<file path="src/rtl/core/pds_pkg.sv">
`timescale 1ns / 1ps
// Shared types and constants of the PLL divider search block.
package pds_pkg;

	// Field widths
	localparam int unsigned FREQ_W = 27;
	localparam int unsigned TOL_W  = 23;
	localparam int unsigned FAC_W  = 4;
	localparam int unsigned N_W    = 7;
	localparam int unsigned VIN_W  = 24;
	localparam int unsigned WIN_W  = 28;
	localparam int unsigned VCO_W  = 31;
	localparam int unsigned FOUT_W = 30;

	// Register map (index is paddr[2])
	localparam logic REG_TARGET = 1'b0;
	localparam logic REG_TOL    = 1'b1;

	localparam logic [FREQ_W-1:0] TARGET_RESET = 27'd48000000;
	localparam logic [TOL_W-1:0]  TOL_RESET    = 23'd1920000;

	// Search limits
	localparam logic [FREQ_W-1:0] VIN_LOW   = 27'd4000000;
	localparam logic [FREQ_W-1:0] VIN_HIGH  = 27'd16000000;
	localparam logic [VCO_W-1:0]  VCO_LOW   = 31'd64000000;
	localparam logic [VCO_W-1:0]  VCO_HIGH  = 31'd344000000;
	localparam logic [FOUT_W-1:0] FOUT_STOP = 30'd80000000;
	localparam logic [FAC_W-1:0]  M_FIRST   = 4'd1;
	localparam logic [FAC_W-1:0]  M_LAST    = 4'd8;
	localparam logic [FAC_W-1:0]  R_FIRST   = 4'd2;
	localparam logic [FAC_W-1:0]  R_LAST    = 4'd8;
	localparam logic [FAC_W-1:0]  R_STEP    = 4'd2;
	localparam logic [N_W-1:0]    N_FIRST   = 7'd8;
	localparam logic [N_W-1:0]    N_LAST    = 7'd86;

	// Divider request and response
	typedef struct packed {
		logic              start;
		logic [FREQ_W-1:0] dividend;
		logic [FAC_W-1:0]  divisor;
	} pds_div_req_t;

	typedef struct packed {
		logic              done;
		logic [FREQ_W-1:0] quot;
		logic [FAC_W-1:0]  rem;
	} pds_div_rsp_t;

endpackage

</file>
<file path="src/rtl/core/pds_div.sv">
`timescale 1ns / 1ps
// Shared restoring divider: 27-bit dividend by a small divisor, one bit a cycle.
module pds_div (
	input  logic                  clk,
	input  logic                  arst_n,
	input  pds_pkg::pds_div_req_t req,
	output pds_pkg::pds_div_rsp_t rsp
);
	import pds_pkg::*;

	localparam int unsigned CNT_W = $clog2(FREQ_W);

	logic              busy_q;
	logic              done_q;
	logic [CNT_W-1:0]  cnt_q;
	logic [FREQ_W-1:0] num_q;
	logic [FAC_W-1:0]  rem_q;
	logic [FAC_W-1:0]  den_q;
	logic [FAC_W:0]    trial;
	logic [FAC_W:0]    diff;
	logic              ge;

	// One restoring step
	always_comb begin
		trial = {rem_q, num_q[FREQ_W-1]};
		ge    = (trial >= {1'b0, den_q});
		diff  = trial - {1'b0, den_q};
	end

	always_ff @(posedge clk or negedge arst_n) begin
		if (!arst_n) begin
			busy_q <= 1'b0;
			done_q <= 1'b0;
			cnt_q  <= '0;
			num_q  <= '0;
			rem_q  <= '0;
			den_q  <= '0;
		end else begin
			// done pulses for one cycle after the last step
			done_q <= busy_q && !req.start && (cnt_q == '0);
			if (req.start) begin
				busy_q <= 1'b1;
				cnt_q  <= CNT_W'(FREQ_W - 1);
				num_q  <= req.dividend;
				den_q  <= req.divisor;
				rem_q  <= '0;
			end else if (busy_q) begin
				num_q <= {num_q[FREQ_W-2:0], ge};
				rem_q <= ge ? diff[FAC_W-1:0] : trial[FAC_W-1:0];
				if (cnt_q == '0) begin
					busy_q <= 1'b0;
				end else begin
					cnt_q <= cnt_q - 1'b1;
				end
			end
		end
	end

	assign rsp.done = done_q;
	assign rsp.quot = num_q;
	assign rsp.rem  = rem_q;

endmodule

</file>
<file path="src/rtl/core/pds_regs.sv">
`timescale 1ns / 1ps
// APB register file: target frequency and tolerance.
module pds_regs (
	input  logic                        clk,
	input  logic                        arst_n,
	input  logic                        psel,
	input  logic                        penable,
	input  logic                        pwrite,
	input  logic [2:0]                  paddr,
	input  logic [31:0]                 pwdata,
	output logic [31:0]                 prdata,
	output logic                        pready,
	output logic [pds_pkg::FREQ_W-1:0]  tgt_hz,
	output logic [pds_pkg::TOL_W-1:0]   freq_tolerance
);
	import pds_pkg::*;

	logic              wr_en;
	logic [FREQ_W-1:0] target_q;
	logic [TOL_W-1:0]  tol_q;

	assign pready = 1'b1;
	assign wr_en  = psel & penable & pwrite;

	// Register writes
	always_ff @(posedge clk or negedge arst_n) begin
		if (!arst_n) begin
			target_q <= TARGET_RESET;
			tol_q    <= TOL_RESET;
		end else if (wr_en) begin
			unique case (paddr[2])
				REG_TARGET: begin
					target_q <= pwdata[FREQ_W-1:0];
				end
				REG_TOL: begin
					tol_q <= pwdata[TOL_W-1:0];
				end
				default: begin
				end
			endcase
		end
	end

	// Read mux
	always_comb begin
		unique case (paddr[2])
			REG_TARGET: prdata = {{(32-FREQ_W){1'b0}}, target_q};
			REG_TOL:    prdata = {{(32-TOL_W){1'b0}}, tol_q};
			default:    prdata = '0;
		endcase
	end

	assign tgt_hz         = target_q;
	assign freq_tolerance = tol_q;

endmodule

</file>
<file path="src/rtl/core/pds_seq.sv">
`timescale 1ns / 1ps
// Search sequencer: M/R/N loops, incremental N stepper and result register.
module pds_seq (
	input  logic                        clk,
	input  logic                        arst_n,
	input  logic                        req_valid,
	output logic                        req_ready,
	input  logic [pds_pkg::FREQ_W-1:0]  source_freq,
	input  logic [pds_pkg::FREQ_W-1:0]  tgt_hz,
	input  logic [pds_pkg::TOL_W-1:0]   freq_tolerance,
	output pds_pkg::pds_div_req_t       div_req,
	input  pds_pkg::pds_div_rsp_t       div_rsp,
	output logic                        rsp_valid,
	input  logic                        rsp_ready,
	output logic                        found,
	output logic [pds_pkg::FAC_W-1:0]   div_m,
	output logic [pds_pkg::N_W-1:0]     mul_n,
	output logic [pds_pkg::FAC_W-1:0]   div_r,
	output logic                        exact_match
);
	import pds_pkg::*;

	typedef enum logic [4:0] {
		ST_IDLE = 5'b00001,
		ST_MDIV = 5'b00010,
		ST_RDIV = 5'b00100,
		ST_NRUN = 5'b01000,
		ST_DONE = 5'b10000
	} pds_state_t;

	pds_state_t        state_q;
	pds_div_req_t      div_req_q;
	logic [FREQ_W-1:0] src_q;
	logic              pass_q;
	logic [FAC_W-1:0]  m_q;
	logic [FAC_W-1:0]  r_q;
	logic [N_W-1:0]    n_q;
	logic [VIN_W-1:0]  vin_q;
	logic [VIN_W-1:0]  qa_q;
	logic [FAC_W-1:0]  ra_q;
	logic [VCO_W-1:0]  vco_q;
	logic [FOUT_W-1:0] fout_q;
	logic [FAC_W-1:0]  frac_q;
	logic [WIN_W-1:0]  lo_q;
	logic [WIN_W-1:0]  hi_q;

	// Pending result and output register
	logic              res_found_q;
	logic [FAC_W-1:0]  res_m_q;
	logic [N_W-1:0]    res_n_q;
	logic [FAC_W-1:0]  res_r_q;
	logic              res_exact_q;
	logic              rsp_valid_q;
	logic              found_q;
	logic [FAC_W-1:0]  div_m_q;
	logic [N_W-1:0]    mul_n_q;
	logic [FAC_W-1:0]  div_r_q;
	logic              exact_q;

	logic              vin_ok;
	logic              vco_ok;
	logic              in_win;
	logic              over_stop;
	logic              hit;
	logic              end_r;
	logic              end_m;
	logic              end_pass;
	logic [FAC_W:0]    frac_sum;
	logic              carry;
	logic [FAC_W-1:0]  frac_nx;
	logic [FOUT_W-1:0] fout_nx;
	logic [VCO_W-1:0]  vco_nx;
	logic [WIN_W-1:0]  tol_ext;
	logic [WIN_W-1:0]  tgt_ext;
	logic [WIN_W-1:0]  lo_calc;
	logic [WIN_W-1:0]  hi_calc;

	// Tolerance window for the second pass, lower edge clamped at zero
	always_comb begin
		tol_ext = {{(WIN_W-TOL_W){1'b0}}, freq_tolerance};
		tgt_ext = {{(WIN_W-FREQ_W){1'b0}}, tgt_hz};
		lo_calc = (tgt_ext >= tol_ext) ? (tgt_ext - tol_ext) : '0;
		hi_calc = tgt_ext + tol_ext;
	end

	// Candidate checks on the current N
	always_comb begin
		vin_ok    = (div_rsp.quot >= VIN_LOW) && (div_rsp.quot <= VIN_HIGH);
		vco_ok    = (vco_q >= VCO_LOW) && (vco_q <= VCO_HIGH);
		in_win    = (fout_q >= {{(FOUT_W-WIN_W){1'b0}}, lo_q}) &&
		            (fout_q <= {{(FOUT_W-WIN_W){1'b0}}, hi_q});
		over_stop = (fout_q > FOUT_STOP);
	end

	// Next N: vco += vin, fout tracked as quotient and remainder by r
	always_comb begin
		vco_nx   = vco_q + {{(VCO_W-VIN_W){1'b0}}, vin_q};
		frac_sum = {1'b0, frac_q} + {1'b0, ra_q};
		carry    = (frac_sum >= {1'b0, r_q});
		frac_nx  = carry ? FAC_W'(frac_sum - {1'b0, r_q}) : frac_sum[FAC_W-1:0];
		fout_nx  = fout_q + {{(FOUT_W-VIN_W){1'b0}}, qa_q} + {{(FOUT_W-1){1'b0}}, carry};
	end

	// Loop ends
	always_comb begin
		hit   = 1'b0;
		end_r = 1'b0;
		end_m = 1'b0;
		unique case (state_q)
			ST_MDIV: begin
				end_m = div_rsp.done && !vin_ok;
			end
			ST_NRUN: begin
				if (n_q >= N_FIRST) begin
					if (vco_ok && in_win) begin
						hit = 1'b1;
					end else if (vco_ok && over_stop) begin
						end_r = 1'b1;
					end else if (n_q == N_LAST) begin
						end_r = 1'b1;
					end
				end
				end_m = end_r && (r_q == R_LAST);
			end
			default: begin
			end
		endcase
		end_pass = end_m && (m_q == M_LAST);
	end

	// Sequencer
	always_ff @(posedge clk or negedge arst_n) begin
		if (!arst_n) begin
			state_q     <= ST_IDLE;
			div_req_q   <= '0;
			src_q       <= '0;
			pass_q      <= 1'b0;
			m_q         <= '0;
			r_q         <= '0;
			n_q         <= '0;
			vin_q       <= '0;
			qa_q        <= '0;
			ra_q        <= '0;
			vco_q       <= '0;
			fout_q      <= '0;
			frac_q      <= '0;
			lo_q        <= '0;
			hi_q        <= '0;
			res_found_q <= 1'b0;
			res_m_q     <= '0;
			res_n_q     <= '0;
			res_r_q     <= '0;
			res_exact_q <= 1'b0;
			rsp_valid_q <= 1'b0;
			found_q     <= 1'b0;
			div_m_q     <= '0;
			mul_n_q     <= '0;
			div_r_q     <= '0;
			exact_q     <= 1'b0;
		end else begin
			// divider start is a one-cycle pulse
			if (div_req_q.start) begin
				div_req_q.start <= 1'b0;
			end
			// output beat taken; ST_DONE reloads the register itself
			if (rsp_valid_q && rsp_ready && (state_q != ST_DONE)) begin
				rsp_valid_q <= 1'b0;
			end

			unique case (state_q)
				ST_IDLE: begin
					if (req_valid) begin
						src_q     <= source_freq;
						pass_q    <= 1'b0;
						lo_q      <= tgt_ext;
						hi_q      <= tgt_ext;
						m_q       <= M_FIRST;
						div_req_q <= '{start: 1'b1, dividend: source_freq, divisor: M_FIRST};
						state_q   <= ST_MDIV;
					end
				end
				ST_MDIV: begin
					if (div_rsp.done && vin_ok) begin
						vin_q     <= div_rsp.quot[VIN_W-1:0];
						r_q       <= R_FIRST;
						div_req_q <= '{start: 1'b1, dividend: div_rsp.quot, divisor: R_FIRST};
						state_q   <= ST_RDIV;
					end
				end
				ST_RDIV: begin
					if (div_rsp.done) begin
						qa_q    <= div_rsp.quot[VIN_W-1:0];
						ra_q    <= div_rsp.rem;
						n_q     <= '0;
						vco_q   <= '0;
						fout_q  <= '0;
						frac_q  <= '0;
						state_q <= ST_NRUN;
					end
				end
				ST_NRUN: begin
					if (hit) begin
						res_found_q <= 1'b1;
						res_m_q     <= m_q;
						res_n_q     <= n_q;
						res_r_q     <= r_q;
						res_exact_q <= !pass_q;
						state_q     <= ST_DONE;
					end else if (end_r) begin
						if (r_q != R_LAST) begin
							r_q       <= r_q + R_STEP;
							div_req_q <= '{start: 1'b1,
							               dividend: {{(FREQ_W-VIN_W){1'b0}}, vin_q},
							               divisor: r_q + R_STEP};
							state_q   <= ST_RDIV;
						end
					end else begin
						n_q    <= n_q + 1'b1;
						vco_q  <= vco_nx;
						fout_q <= fout_nx;
						frac_q <= frac_nx;
					end
				end
				ST_DONE: begin
					if (!rsp_valid_q || rsp_ready) begin
						rsp_valid_q <= 1'b1;
						found_q     <= res_found_q;
						div_m_q     <= res_m_q;
						mul_n_q     <= res_n_q;
						div_r_q     <= res_r_q;
						exact_q     <= res_exact_q;
						state_q     <= ST_IDLE;
					end
				end
				default: begin
					state_q <= ST_IDLE;
				end
			endcase

			// Next M, or end of a pass
			if (end_pass) begin
				if (!pass_q) begin
					pass_q    <= 1'b1;
					lo_q      <= lo_calc;
					hi_q      <= hi_calc;
					m_q       <= M_FIRST;
					div_req_q <= '{start: 1'b1, dividend: src_q, divisor: M_FIRST};
					state_q   <= ST_MDIV;
				end else begin
					res_found_q <= 1'b0;
					res_m_q     <= '0;
					res_n_q     <= '0;
					res_r_q     <= '0;
					res_exact_q <= 1'b0;
					state_q     <= ST_DONE;
				end
			end else if (end_m) begin
				m_q       <= m_q + 1'b1;
				div_req_q <= '{start: 1'b1, dividend: src_q, divisor: m_q + 1'b1};
				state_q   <= ST_MDIV;
			end
		end
	end

	assign req_ready   = (state_q == ST_IDLE);
	assign div_req     = div_req_q;
	assign rsp_valid   = rsp_valid_q;
	assign found       = found_q;
	assign div_m       = div_m_q;
	assign mul_n       = mul_n_q;
	assign div_r       = div_r_q;
	assign exact_match = exact_q;

endmodule

</file>
<file path="src/rtl/core/pll_divider_search_core.sv">
`timescale 1ns / 1ps
// Top level of the PLL divider search block.
//
// Send a source oscillator frequency on the req channel (req_valid/req_ready,
// source_freq in Hz). One beat comes back on the rsp channel with found,
// div_m, mul_n, div_r and exact_match. Target frequency and tolerance sit in
// an APB register file (target at 0x0, tolerance at 0x4); write them only
// while no search is running.
// An item takes one zero-tolerance pass and, when that misses, a second pass
// with the tolerance. Each M runs one division in the shared divider; each
// valid M adds, per R, one more division plus one step per N from 0 up to
// where the N loop stops (at most 87).
// req_ready is high only while the block is idle. The result sits in an
// output register; the next item is taken while it waits, and a finished
// search holds until that register is free when rsp_ready stays low.
// Reset clears the sequencer and output valid, and loads the register
// defaults (48 MHz target, 1.92 MHz tolerance).
module pll_divider_search_core (
	input  logic                        clk,
	input  logic                        arst_n,
	input  logic                        psel,
	input  logic                        penable,
	input  logic                        pwrite,
	input  logic [2:0]                  paddr,
	input  logic [31:0]                 pwdata,
	output logic [31:0]                 prdata,
	output logic                        pready,
	input  logic                        req_valid,
	output logic                        req_ready,
	input  logic [pds_pkg::FREQ_W-1:0]  source_freq,
	output logic                        rsp_valid,
	input  logic                        rsp_ready,
	output logic                        found,
	output logic [pds_pkg::FAC_W-1:0]   div_m,
	output logic [pds_pkg::N_W-1:0]     mul_n,
	output logic [pds_pkg::FAC_W-1:0]   div_r,
	output logic                        exact_match
);
	import pds_pkg::*;

	logic [FREQ_W-1:0] tgt_hz;
	logic [TOL_W-1:0]  freq_tolerance;
	pds_div_req_t      div_req;
	pds_div_rsp_t      div_rsp;

	// Configuration registers
	pds_regs u_regs (
		.clk            (clk),
		.arst_n         (arst_n),
		.psel           (psel),
		.penable        (penable),
		.pwrite         (pwrite),
		.paddr          (paddr),
		.pwdata         (pwdata),
		.prdata         (prdata),
		.pready         (pready),
		.tgt_hz         (tgt_hz),
		.freq_tolerance (freq_tolerance)
	);

	// Shared divider for src/M and vin/R
	pds_div u_div (
		.clk    (clk),
		.arst_n (arst_n),
		.req    (div_req),
		.rsp    (div_rsp)
	);

	// Search sequencer
	pds_seq u_seq (
		.clk            (clk),
		.arst_n         (arst_n),
		.req_valid      (req_valid),
		.req_ready      (req_ready),
		.source_freq    (source_freq),
		.tgt_hz         (tgt_hz),
		.freq_tolerance (freq_tolerance),
		.div_req        (div_req),
		.div_rsp        (div_rsp),
		.rsp_valid      (rsp_valid),
		.rsp_ready      (rsp_ready),
		.found          (found),
		.div_m          (div_m),
		.mul_n          (mul_n),
		.div_r          (div_r),
		.exact_match    (exact_match)
	);

endmodule
</file>
<file path="config.mk">
export PLATFORM = sky130hd
export DESIGN_NAME = pll_divider_search_core
export DESIGN_NICKNAME = d
export VERILOG_FILES = /design/src/rtl/core/pds_pkg.sv /design/src/rtl/core/pds_div.sv /design/src/rtl/core/pds_regs.sv /design/src/rtl/core/pds_seq.sv /design/src/rtl/core/pll_divider_search_core.sv
export SDC_FILE = /design/constraint.sdc
export NUM_CORES = 1
export LEC_CHECK = 0
export ABC_CLOCK_PERIOD_IN_PS = 7900
export BUFFER_PORTS_ARGS = -buffer_cell sky130_fd_sc_hd__buf_2
export CAP_MARGIN = 20
export CORE_AREA = 2 2 201 203
export CTS_CLUSTER_DIAMETER = 120
export CTS_CLUSTER_SIZE = 14
export DETAILED_ROUTE_END_ITERATION = 8
export DIE_AREA = 0 0 203 205
export PLACE_DENSITY = 0.77
export SYNTH_ARGS = -nofsm -noshare
export SYNTH_HDL_FRONTEND = slang
export SYNTH_SLANG_ARGS = --single-unit
</file>
<file path="constraint.sdc">
create_clock -name clk -period 7.9 [get_ports clk]
set_input_delay 1.185 -clock clk [delete_from_list [all_inputs] [get_ports clk]]
set_output_delay 1.185 -clock clk [all_outputs]
set_load 0.01 [all_outputs]
</file>
* Word level (Yosys, flattened, before mapping)
Index checks and enable logic that the tools add are counted.
Word-level totals: flip-flop bits (word level) 380, bits in latches 0, RAM bits 0, bits in read-only memories 0, bits of input ports 69, logic and storage cells 222, memories 0
Cells by class: add/sub/neg operators 12, multipliers 0, divide/modulo/power cells 0, order comparisons 11, equal/unequal tests 23, shifts and indexed selects 0, mux-type cells 105, bitwise gates (word level) 3, reduce and logical (&&, ||, !) cells 32
Operator list (count):
- two-way mux 32 bit | 8
- two-way mux 28 bit | 9
- two-way mux 4 bit | 24
- case mux 32 bit (3 select lines) | 1
- two-way mux 31 bit | 3
- two-way mux 30 bit | 3
- two-way mux 5 bit | 13
- case mux 32 bit (2 select lines) | 1
- case mux 31 bit (2 select lines) | 1
- case mux 30 bit (2 select lines) | 1
- two-way mux 27 bit | 2
- two-way mux 7 bit | 7
- adder 31 x 24 -> 31 bit | 1
- >= comparator 31 x 26 -> 1 bit, second input constant | 1
- less-or-equal comparator 31 x 29 -> 1 bit, second input constant | 1
- adder 30 x 1 -> 30 bit | 1
- adder 30 x 24 -> 30 bit | 1
- >= comparator 30 x 28 -> 1 bit | 1
- > comparator 30 x 27 -> 1 bit, second input constant | 1
- less-or-equal comparator 30 x 28 -> 1 bit | 1
- adder 27 x 23 -> 28 bit | 1
- subtractor 27 x 23 -> 28 bit | 1
- >= comparator 27 x 22 -> 1 bit, second input constant | 1
- >= comparator 27 x 23 -> 1 bit | 1
- other kinds (39) | 101

* Depth between registers and ports, before layout
Gate-level depths: netlist of run 1.
depth after elaboration 13, depth in mapped cells 21, gate-level depth less buffers 21

* By module
Synthesis of run 1 repeated with hierarchy kept, for this count alone.
Second synthesis, totals: cells, all modules 2473, area total of the unflattened synthesis 23017.1 µm²
By module, submodules not included:
- pds_seq | times used 1, cells each 2128, area an instance 18605.3 µm², sequential area each 7183.1 µm²
- pds_regs | times used 1, cells each 144, area an instance 2354.8 µm², sequential area each 1272.5 µm²
- pds_div | times used 1, cells each 201, area an instance 2057.0 µm², sequential area each 1051.0 µm²

* Worst setup path before layout of run 1
Ideal clock, no wire load.
path kind reg-to-reg, start register u_seq.frac_q[0], end register u_seq.fout_q[28], library setup time 0.077 ns, arrival time 4.451 ns, data required time 7.823 ns, setup slack 3.372 ns, stages on the path, launching flop included 22, buffers on the path 0, cell sequence dfrtp_1 -> ha_1 -> inv_1 -> fa_1 -> xnor2_1 -> ha_1 -> o21ai_0 -> nand2b_1 -> nand2_1 -> nand3_1 -> fa_1 -> inv_1 -> fa_1 -> nor2b_1 -> o31a_1 -> o221a_2 -> nor3_1 -> o311ai_0 -> a211oi_1 -> o31a_1 -> or4_1 -> a21oi_1
On the way: word-level cells in the longest chain between the ends 6
Ends and longest elaborated chain:
- start: declaration | line pds_seq.sv:43 | logic [FAC_W-1:0] frac_q;
- start signal: assignment | line pds_seq.sv:221 | frac_q <= frac_nx;
- adder 4 x 4 -> 5 bit | line pds_seq.sv:98 | frac_sum = {1'b0, frac_q} + {1'b0, ra_q};
- >= comparator 5 x 4 -> 1 bit | line pds_seq.sv:99 | carry = (frac_sum >= {1'b0, r_q});
- adder 30 x 1 -> 30 bit | line pds_seq.sv:101 | fout_nx = fout_q + {{(FOUT_W-VIN_W){1'b0}}, qa_q} + {{(FOUT_W-1){1'b0}}, carry};
- two-way mux 30 bit | line pds_seq.sv:209 | end else if (end_r) begin
- two-way mux 30 bit | line pds_seq.sv:202 | if (hit) begin
- case mux 30 bit (2 select lines) | line pds_seq.sv:170 | unique case (state_q)
- end signal: assignment | line pds_seq.sv:220 | fout_q <= fout_nx;
- end: declaration | line pds_seq.sv:42 | logic [FOUT_W-1:0] fout_q;
Every way passes these cells. The select of a mux whose other input is x is not followed. A chain may end at the register's enable or synchronous reset.

* Worst setup path after layout of run 1
Same ends and word-level chain as after synthesis.

==> results of run 1 <==
registers in the layout (all words and copies together) (netlist names), 5 cells and up:
signal,count
u_seq.div_req,32
u_seq.vco_q,31
u_seq.fout_q,30
u_seq.hi_q,28
u_seq.lo_q,28
u_div.num_q,27
u_regs.tgt_hz,27
u_seq.src_q,27
u_seq.qa_q,24
u_seq.vin_q,24
u_regs.freq_tolerance,23
u_seq.mul_n,7
u_seq.n_q,7
u_seq.res_n_q,7
u_div.cnt_q,5
u_seq.state_q,5
worst min-delay path by stage:
stage | endpoint | slack [ns] | depth (start not counted)
after floorplan | u_seq.src_q[24] | 0.45 | 2
after global placement | u_seq.src_q[24] | 0.46 | 2
after detailed placement | u_seq.src_q[6] | 0.46 | 2
after CTS | u_seq.src_q[6] | 0.48 | 2
after global routing | u_seq.src_q[14] | 0.50 | 2
final | u_seq.src_q[8] | 0.48 | 2
stage by stage:
step                hold WS, ns  instance area (um^2)  setup slack (ns)  utilization [%]
floorplan                0.4455                 23310             3.372                -
detailed placement       0.4636                 24250             2.631            61.59
global route             0.4974                 25170             2.119            63.93
global placement         0.4566                 24250             2.769            61.59
finish                   0.4772                 25170             2.536            63.94
CTS                      0.4814                 25150             2.569            63.88
per-layer routing:
layer / global-route usage [%] / up-vias / routed length (um)
met5: 0 / - / 0
met4: 8.316 / 0 / 1683
met3: 3.245 / 120 / 3601
met2: 48.25 / 685 / 28370
met1: 40.78 / 9606 / 26790
li1: - / 9095 / -
cells in the final DEF (no fill, tap or decap), types with 13 or more instances in the layout:
| cell type | n |
|---|---|
| a21oi_1 | 132 |
| a211oi_1 | 31 |
| o22ai_1 | 20 |
| nor2b_1 | 19 |
| xor2_1 | 36 |
| o21a_1 | 22 |
| nand2b_1 | 26 |
| ha_1 | 168 |
| o31ai_1 | 30 |
| o211ai_1 | 16 |
| a21o_1 | 37 |
| xnor2_1 | 46 |
| a31oi_1 | 45 |
| nor4_1 | 18 |
| nor3_1 | 40 |
| o21bai_1 | 15 |
| a222oi_1 | 24 |
| buf_4 | 25 |
| clkbuf_1 | 24 |
| inv_1 | 150 |
| nand3_1 | 82 |
| mux2i_1 | 45 |
| a21boi_0 | 14 |
| buf_2 | 106 |
| or3_1 | 14 |
| clkbuf_16 | 31 |
| and3_1 | 20 |
| nand2_1 | 330 |
| or4_1 | 13 |
| nor2_1 | 156 |
| nand4_1 | 26 |
| mux2_2 | 133 |
| dfrtp_1 | 359 |
| dfstp_2 | 18 |
| o21ai_0 | 159 |
power breakdown:
group / internal, mW / total, mW / leakage [nW] / switching, mW
Clock: 0.744 / 1.48 / 0.427 / 0.736
Combinational: 1.68 / 4.14 / 6.79 / 2.45
Sequential: 2.59 / 3.28 / 4.88 / 0.687
Total: 5.02 / 8.89 / 12.1 / 3.88
cell families (layout without fill, tap and decap cells):
kind of cell	count (synthesis)	count (layout)
flops	379	379
compound gates	621	621
simple gates	797	797
other cells	2	8
buf+inv	283	342
mux	178	178
xor+xnor	82	82
fa+ha+maj	176	176
area by class of cell:
| type | count | area (um^2) | area share [%] |
|---|---|---|---|
| multi-input combinational | 1861 | 12760 | 50.69 |
| tap | 525 | 656.9 | 2.610 |
| antenna | 1 | 2.502 | 0.009942 |
| timing repair buffer | 134 | 773.2 | 3.072 |
| clock buffer | 55 | 865.8 | 3.440 |
| clock inverter | 2 | 36.28 | 0.1442 |
| sequential | 379 | 9509 | 37.78 |
| inverter | 151 | 566.8 | 2.252 |
worst max-delay path, delay by kind of cell (launching register included):
family                   cells  cell delay, ns
AND/OR/NAND/NOR              6            1.00
buffers and inverters        2            0.13
adder cells (fa/ha/maj)      5            1.54
AO/OA/AOI/OAI                7            2.08
XOR/XNOR                     1            0.17
flip-flops                   1            0.36
==> metrics, run 1 <==
status=complete, no violations; top cells by count, synth=dfrtp_1, nand2_1, ha_1; Max-slew headroom=about a quarter; Unique masters post-synth=roughly 80; fraction of layout cells with a size suffix above 1=between 10% and 20%; EDFF count, synth=0; post-DR wirelength/cell=19.45 um; final period utilization=about 68%; height of the chip=a little over 200 um; post-synthesis cell count=2518; mux cell area share after synthesis=between 8 and 9%; Synth Area in XOR/XNOR=about 3.1%; maximum vdd drop=0.0002142 V; reg2reg setup slack=2.54 ns; Core Box Area=between 30000 and 40000 um^2; CTS sink count=379; top-area cell type share of the netlist area=about two fifths; largest net degree at the start of global routing=~150; cell mode on critical path=fa_1; worst setup path endpoint=u_seq.fout_q[28]; Critical Path Start=u_seq.frac_q[0]; Setup CP Type=reg2reg; RSZ-0062 raised after global routing=no; Die W=between 200 and 250 um; fin cells=roughly 3100; post-placement cell count=~3000; DP HPWL=42.78 mm; vias in the first global route=between 15000 and 20000; most frequent cell after synthesis=dfrtp_1; Resized cells post-CTS=0; setup violators final=0; Synth Area in Adders=roughly 9.7%; Port Buffers=about 110; FF-to-FF path depth=21; starting density of the core=about 59%; area delta synth->final=8.069%; initial antenna violation count=0; vias after detailed routing=19510; DRT iter0 DRCs=roughly 1800; Placement Rows=between 70 and 80; routability congestion estimate=about 0.9; crit-path max FO=5; P_leak=12.09 nW; CP arrival=5.89 ns; grt total ovfl=0; Root Buffer=clkbuf_16; CP cell instances=ha_1 > inv_1 > fa_1 > xnor2_1 > ha_1 > o21ai_0 > nand2b_1 > nand2_1 > nand3_1 > fa_1 > inv_1 > fa_1 > nor2b_1 > o31a_1 > o221a_2 > nor3_1 > o311ai_0 > a211oi_1 > o31a_1 > or4_1 > a21oi_1; FF+latch count, synth=between 300 and 400; ANT nets after route=0; Synth Area in Compound Gates=between 15 and 20%; Syn Std Cell Area=around 23000 um^2; detailed-route wire length=60.45 mm; ys flop type=dfrtp_1; area leader, netlist=dfrtp_1; CTS tree=built; overall routing resource usage=roughly 29%; CP startpoint kind=register; maximum clock frequency=0.1864 GHz; Ys Warns=0; Post-CTS Repair Setup Buffers=0; Worst Skew=between 0.03 and 0.04 ns; CP max-delay cell=o311ai_0; CP peak stage delay=0.74 ns; r2r startpoint=u_seq.frac_q[0]; pwr/cell area=~350 nW/um^2; sum of negative setup slack=0 ns; fillers=3258; # DRC=0; worst-skew pair later-pin latency=slightly above 0.6 ns; Async SR Flop Fraction=100.0%; IO Pins=about 120; CTS Buf Count=31; simple-gate area share of the yosys netlist=between 10% and 20%; top area cells in the synthesized netlist=dfrtp_1, ha_1, mux2_2, nand2_1, o21ai_0; DIE AREA=~42000 um^2; endpoints failing hold=0; Required @ worst endpoint=roughly 8.4 ns; drt first pass iters=6; CTS Buffer Depth=3; Critical Path Sink Type=register; Worst-Margin Slew=approximately 1.1 ns; Hold Path Class=reg2reg; Final Critical Period=5.364 ns; Layout Nets=approximately 2800; fin. max-slew vios=0; Max Cap Viol=0; reg2reg end=u_seq.fout_q[28]; clk slew on worst S/H paths=about 0.08 ns; Tot Pwr=between 8 and 9 mW; Vias/cell=6.276; Avg Cell Area, Syn=9.250 um^2; hold wc startpoint=u_seq.src_q[8]; H-tree depth=1; sequential share of the synthesized area=40.82%; global-route wire length before repair=~100 mm; main combinational cell family by area after synthesis=compound AO/OA/AOI/OAI gates; Hold Buf Count CTS=0
Note: power is estimated with default switching activity, not from simulation.
==> run 2: changes to the inputs <==
--- a/config.mk
+++ b/config.mk
@@ -5,14 +5,15 @@
 export SDC_FILE = /design/constraint.sdc
 export NUM_CORES = 1
 export LEC_CHECK = 0
-export ABC_CLOCK_PERIOD_IN_PS = 7900
+export ABC_AREA = 1
+export ABC_CLOCK_PERIOD_IN_PS = 4350
 export BUFFER_PORTS_ARGS = -buffer_cell sky130_fd_sc_hd__buf_2
 export CAP_MARGIN = 20
-export CORE_AREA = 2 2 201 203
+export CORE_AREA = 2 2 212 214
 export CTS_CLUSTER_DIAMETER = 120
 export CTS_CLUSTER_SIZE = 14
 export DETAILED_ROUTE_END_ITERATION = 8
-export DIE_AREA = 0 0 203 205
+export DIE_AREA = 0 0 214 216
 export PLACE_DENSITY = 0.77
 export SYNTH_ARGS = -nofsm -noshare
 export SYNTH_HDL_FRONTEND = slang
==> constraint.sdc (replaced) <==
create_clock -name clk -period 4.35 [get_ports clk]
set_input_delay 0.6525 -clock clk [delete_from_list [all_inputs] [get_ports clk]]
set_output_delay 0.6525 -clock clk [all_outputs]
set_load 0.01 [all_outputs]
==> run 2 against run 1 <==
Compared with the run above:
- via count rose by 18%
- wire length rose by 16%
- design area rose by 6.6%
- worst setup slack got worse by 2.2 ns
- flip-flop and latch count did not move
- non-clock buffer count rose by 9
- first-iteration DRC count rose by 39%
- critical path depth fell by 1
- largest cell class unchanged
==> metrics, run 2 <==
vias in the first global route=21180 (was 19130); top area cells in the synthesized netlist=dfrtp_1, nand2_1, ha_1, o21ai_0, inv_1 (was dfrtp_1, ha_1, mux2_2, nand2_1, o21ai_0); Core Box Area=43840 um^2 (was 39370 um^2); height of the chip=216 um (was 205 um); Final Critical Period=3.993 ns (was 5.364 ns); CP Buf/Inv Count=4 (was 2); setup violators final=0 (unchanged); Vias/cell=5.661 (was 6.276); CP cell instances=ha_1 > nand3_1 > nand3_1 > xor2_1 > ha_1 > a2111oi_0 > inv_1 > nor2_2 > inv_2 > fa_1 > inv_1 > fa_1 > inv_1 > nand3_1 > nand3_1 > nand4_1 > o211ai_1 > or2_2 > nand4_1 > o21ai_0 (was ha_1 > inv_1 > fa_1 > xnor2_1 > ha_1 > o21ai_0 > nand2b_1 > nand2_1 > nand3_1 > fa_1 > inv_1 > fa_1 > nor2b_1 > o31a_1 > o221a_2 > nor3_1 > o311ai_0 > a211oi_1 > o31a_1 > or4_1 > a21oi_1); Net Sw Power=4.948 mW (was 3.877 mW); Max Cap Viol=0 (unchanged); grt total ovfl=0 (unchanged); Worst-Margin Slew=0.9741 ns (was 1.146 ns); Placement Rows=77 (was 73); # DRC=0 (unchanged); maximum clock frequency=0.2505 GHz (was 0.1864 GHz); final core occ=61.23% (was 63.94%); Max-slew headroom=34.97% (was 23.59%); Ys Warns=0 (unchanged); clk slew on worst S/H paths=0.08 ns (about the same); ANT nets after route=0 (unchanged); worst-skew pair later-pin latency=0.62 ns (was 0.61 ns); CP top delay family=adder cells (was compound AO/OA/AOI/OAI gates); Switching Fraction=40.93% (was 43.59%); RSZ-0062 raised after global routing=no (unchanged); most frequent cells in the layout=nand2_1, o21ai_0, inv_1 (was dfrtp_1, nand2_1, ha_1); fin. max-slew vios=0 (unchanged); top cells by count, synth=nand2_1, o21ai_0, inv_1 (was dfrtp_1, nand2_1, ha_1); clock power share=22.5% (was 16.6%); CTS sink count=379 (unchanged); most frequent cell after synthesis=nand2_1 (was dfrtp_1); FF+latch count, synth=379 (unchanged); DRT iter0 DRCs=2535 (was 1821); largest net degree at the start of global routing=113 (was 153); Tot Pwr=12.09 mW (was 8.894 mW); CTS Buf Count=31 (unchanged); maximum vdd drop=0.0003968 V (was 0.0002142 V); post-synthesis cell count=3389 (was 2518); Avg Cell Area, Syn=7.326 um^2 (was 9.250 um^2); routability congestion estimate=0.9686 (was 0.9177); Syn Std Cell Area=24830 um^2 (was 23290 um^2); top-area cell type share of the netlist area=36.38% (was 38.79%); sequential share of the synthesized area=38.29% (was 40.82%); Critical Path Sink Type=register (unchanged); starting density of the core=56.64% (was 59.16%); CTS tree=built (unchanged); Reg power frac=40.5% (was 36.9%); post-placement cell count=4004 (was 3049); vias after detailed routing=23010 (was 19510); IO Pins=121 (unchanged); overall routing resource usage=30.15% (was 29.17%); Worst Skew=0.02339 ns (was 0.03494 ns); DIE AREA=46220 um^2 (was 41620 um^2); Int Power=7.142 mW (was 5.017 mW); Async SR Flop Fraction=100.0% (unchanged); Comb pwr share=37.1% (was 46.5%); multi-input logic area=13250 um^2 (was 12760 um^2); cell mode on critical path=nand3_1 (was fa_1); drt first pass iters=6 (unchanged); sum of negative setup slack=0 ns (unchanged); EDFF count, synth=0 (unchanged); CP peak stage delay=0.39 ns (was 0.74 ns); Required @ worst endpoint=4.86 ns (was 8.43 ns); Layout Nets=3692 (was 2803); fillers=4020 (was 3258); ys flop type=dfrtp_1 (unchanged); P_leak=13.57 nW (was 12.09 nW); reg2reg setup slack=0.36 ns (was 2.54 ns); CP max-delay cell=dfrtp_1 (was o311ai_0); Root Buffer=clkbuf_16 (unchanged); Hold Path Class=in2async (was reg2reg); initial antenna violation count=6 (was 0); Storage cell area=9507 um^2 (was 9509 um^2); Unique masters post-synth=57 (was 79); Die W=214 um (was 203 um); DP HPWL=52.20 mm (was 42.78 mm); flip-flop count of the largest register after layout=32 (unchanged); pwr/cell area=450.5 nW/um^2 (was 353.3 nW/um^2); area leader, netlist=dfrtp_1 (unchanged); status=complete, no violations (unchanged); fraction of layout cells with a size suffix above 1=7.344% (was 13.75%); CP arrival=4.50 ns (was 5.89 ns); CTS Buffer Depth=3 (unchanged); Setup CP Type=reg2reg (unchanged); global-route wire length before repair=112.9 mm (was 98.77 mm); H-tree depth=1 (unchanged); crit-path max FO=4 (was 5); area delta synth->final=8.103% (was 8.069%); fin cells=4065 (was 3108); endpoints failing hold=0 (unchanged); Port Buffers=107 (unchanged); detailed-route wire length=69.95 mm (was 60.45 mm); CP startpoint kind=register (unchanged); post-DR wirelength/cell=17.21 um (was 19.45 um); final period utilization=91.78% (was 67.90%); most common cell after layout, fill and taps aside=nand2_1 (was dfrtp_1)
## run 2: cell types whose count changed in the layout (fill, tap and decap cells not counted), sizes merged, moves of 45 or more
cell | before | now
a21oi | 134 | 195
nand2 | 331 | 885
mux2i | 45 | 0
o21ai | 162 | 442
nor2 | 156 | 297
mux2 | 133 | 11
inv | 151 | 412
## run 2: logic make-up (layout without fill, tap and decap cells)
family,after synthesis,in the layout,share of synthesized area (%)
muxes,11,11,0.4989
xor gates and xnor gates,76,76,2.681
other,2,8,0.03025
adders and majority gates,176,176,9.111
buffers and inverters,536,614,8.587
DFF,379,379,38.29
and+or+nand+nor,1414,1414,23.48
AOI/OAI and AO/OA,795,795,17.33
## run 2: timing repair
action                                  CTS  global route
endpoints found under the setup margin    0             5
setup buffers                             0             1
hold buffers                              0             0
gates resized for setup                   0             6
## run 2: per-stage QoR
stage	setup WS (ns)	hold slack, ns	instance area [um^2]
after floorplan	0.7487	0.3569	24850
after global placement	0.4053	0.4537	25890
after detailed placement	0.3757	0.4587	25890
after CTS	0.3604	0.1376	26790
after global routing	0.02232	0.1769	26840
final	0.3574	0.1055	26840
## run 2: worst reg2reg max path, stage by stage (launching register included)
cell	delay (ns)
dfrtp_1	0.39
ha_1	0.38
nand3_1	0.13
nand3_1	0.09
xor2_1	0.17
ha_1	0.20
a2111oi_0	0.38
inv_1	0.15
nor2_2	0.16
inv_2	0.09
fa_1	0.36
inv_1	0.12
fa_1	0.27
inv_1	0.10
nand3_1	0.08
nand3_1	0.16
nand4_1	0.12
o211ai_1	0.10
or2_2	0.28
nand4_1	0.08
o21ai_0	0.07
## run 2: per-layer routing
metal | vias up | share of wire, % | track usage [%]
li1 | 11260 | - | -
met1 | 10690 | 45 | 45.05
met2 | 935 | 42 | 44.05
met3 | 126 | 9.8 | 5.497
met4 | 8 | 3.1 | 9.883
met5 | - | 0.079 | 0
## run 2: final timing paths
check / from / endpoint / cells after the start
min in group clk: source_freq[24] / u_seq.src_q[24] / 3
worst max register to register: u_seq.frac_q[2] / u_seq.fout_q[26] / 20
worst min-delay path: arst_n / u_regs.tgt_hz[21] / 1
worst min register to register: u_seq.src_q[13] / u_seq.src_q[13] / 2
max in group asynchronous: arst_n / u_regs.tgt_hz[10] / 2
worst max-delay path: u_seq.frac_q[2] / u_seq.fout_q[26] / 20
## run 2: power by group through the flow
stage / Clock [mW] / Sequential (mW) / Combinational [mW]
final: 2.72 / 4.89 / 4.48
after global routing: 2.90 / 4.98 / 5.09
after CTS: 2.74 / 4.87 / 4.40
after detailed placement: 0 / 4.93 / 4.37
after global placement: 0 / 4.90 / 4.29
after floorplan: 0 / 4.72 / 3.27
## run 2: layout make-up
cell class / count / share of cell area [%]
antenna: 1 / 0.009323
clock buffer: 56 / 3.240
clock inverter: 2 / 0.1352
inverter: 413 / 5.780
multi-input combinational: 2479 / 49.36
sequential: 379 / 35.42
tap: 592 / 2.760
timing repair buffer: 143 / 3.300
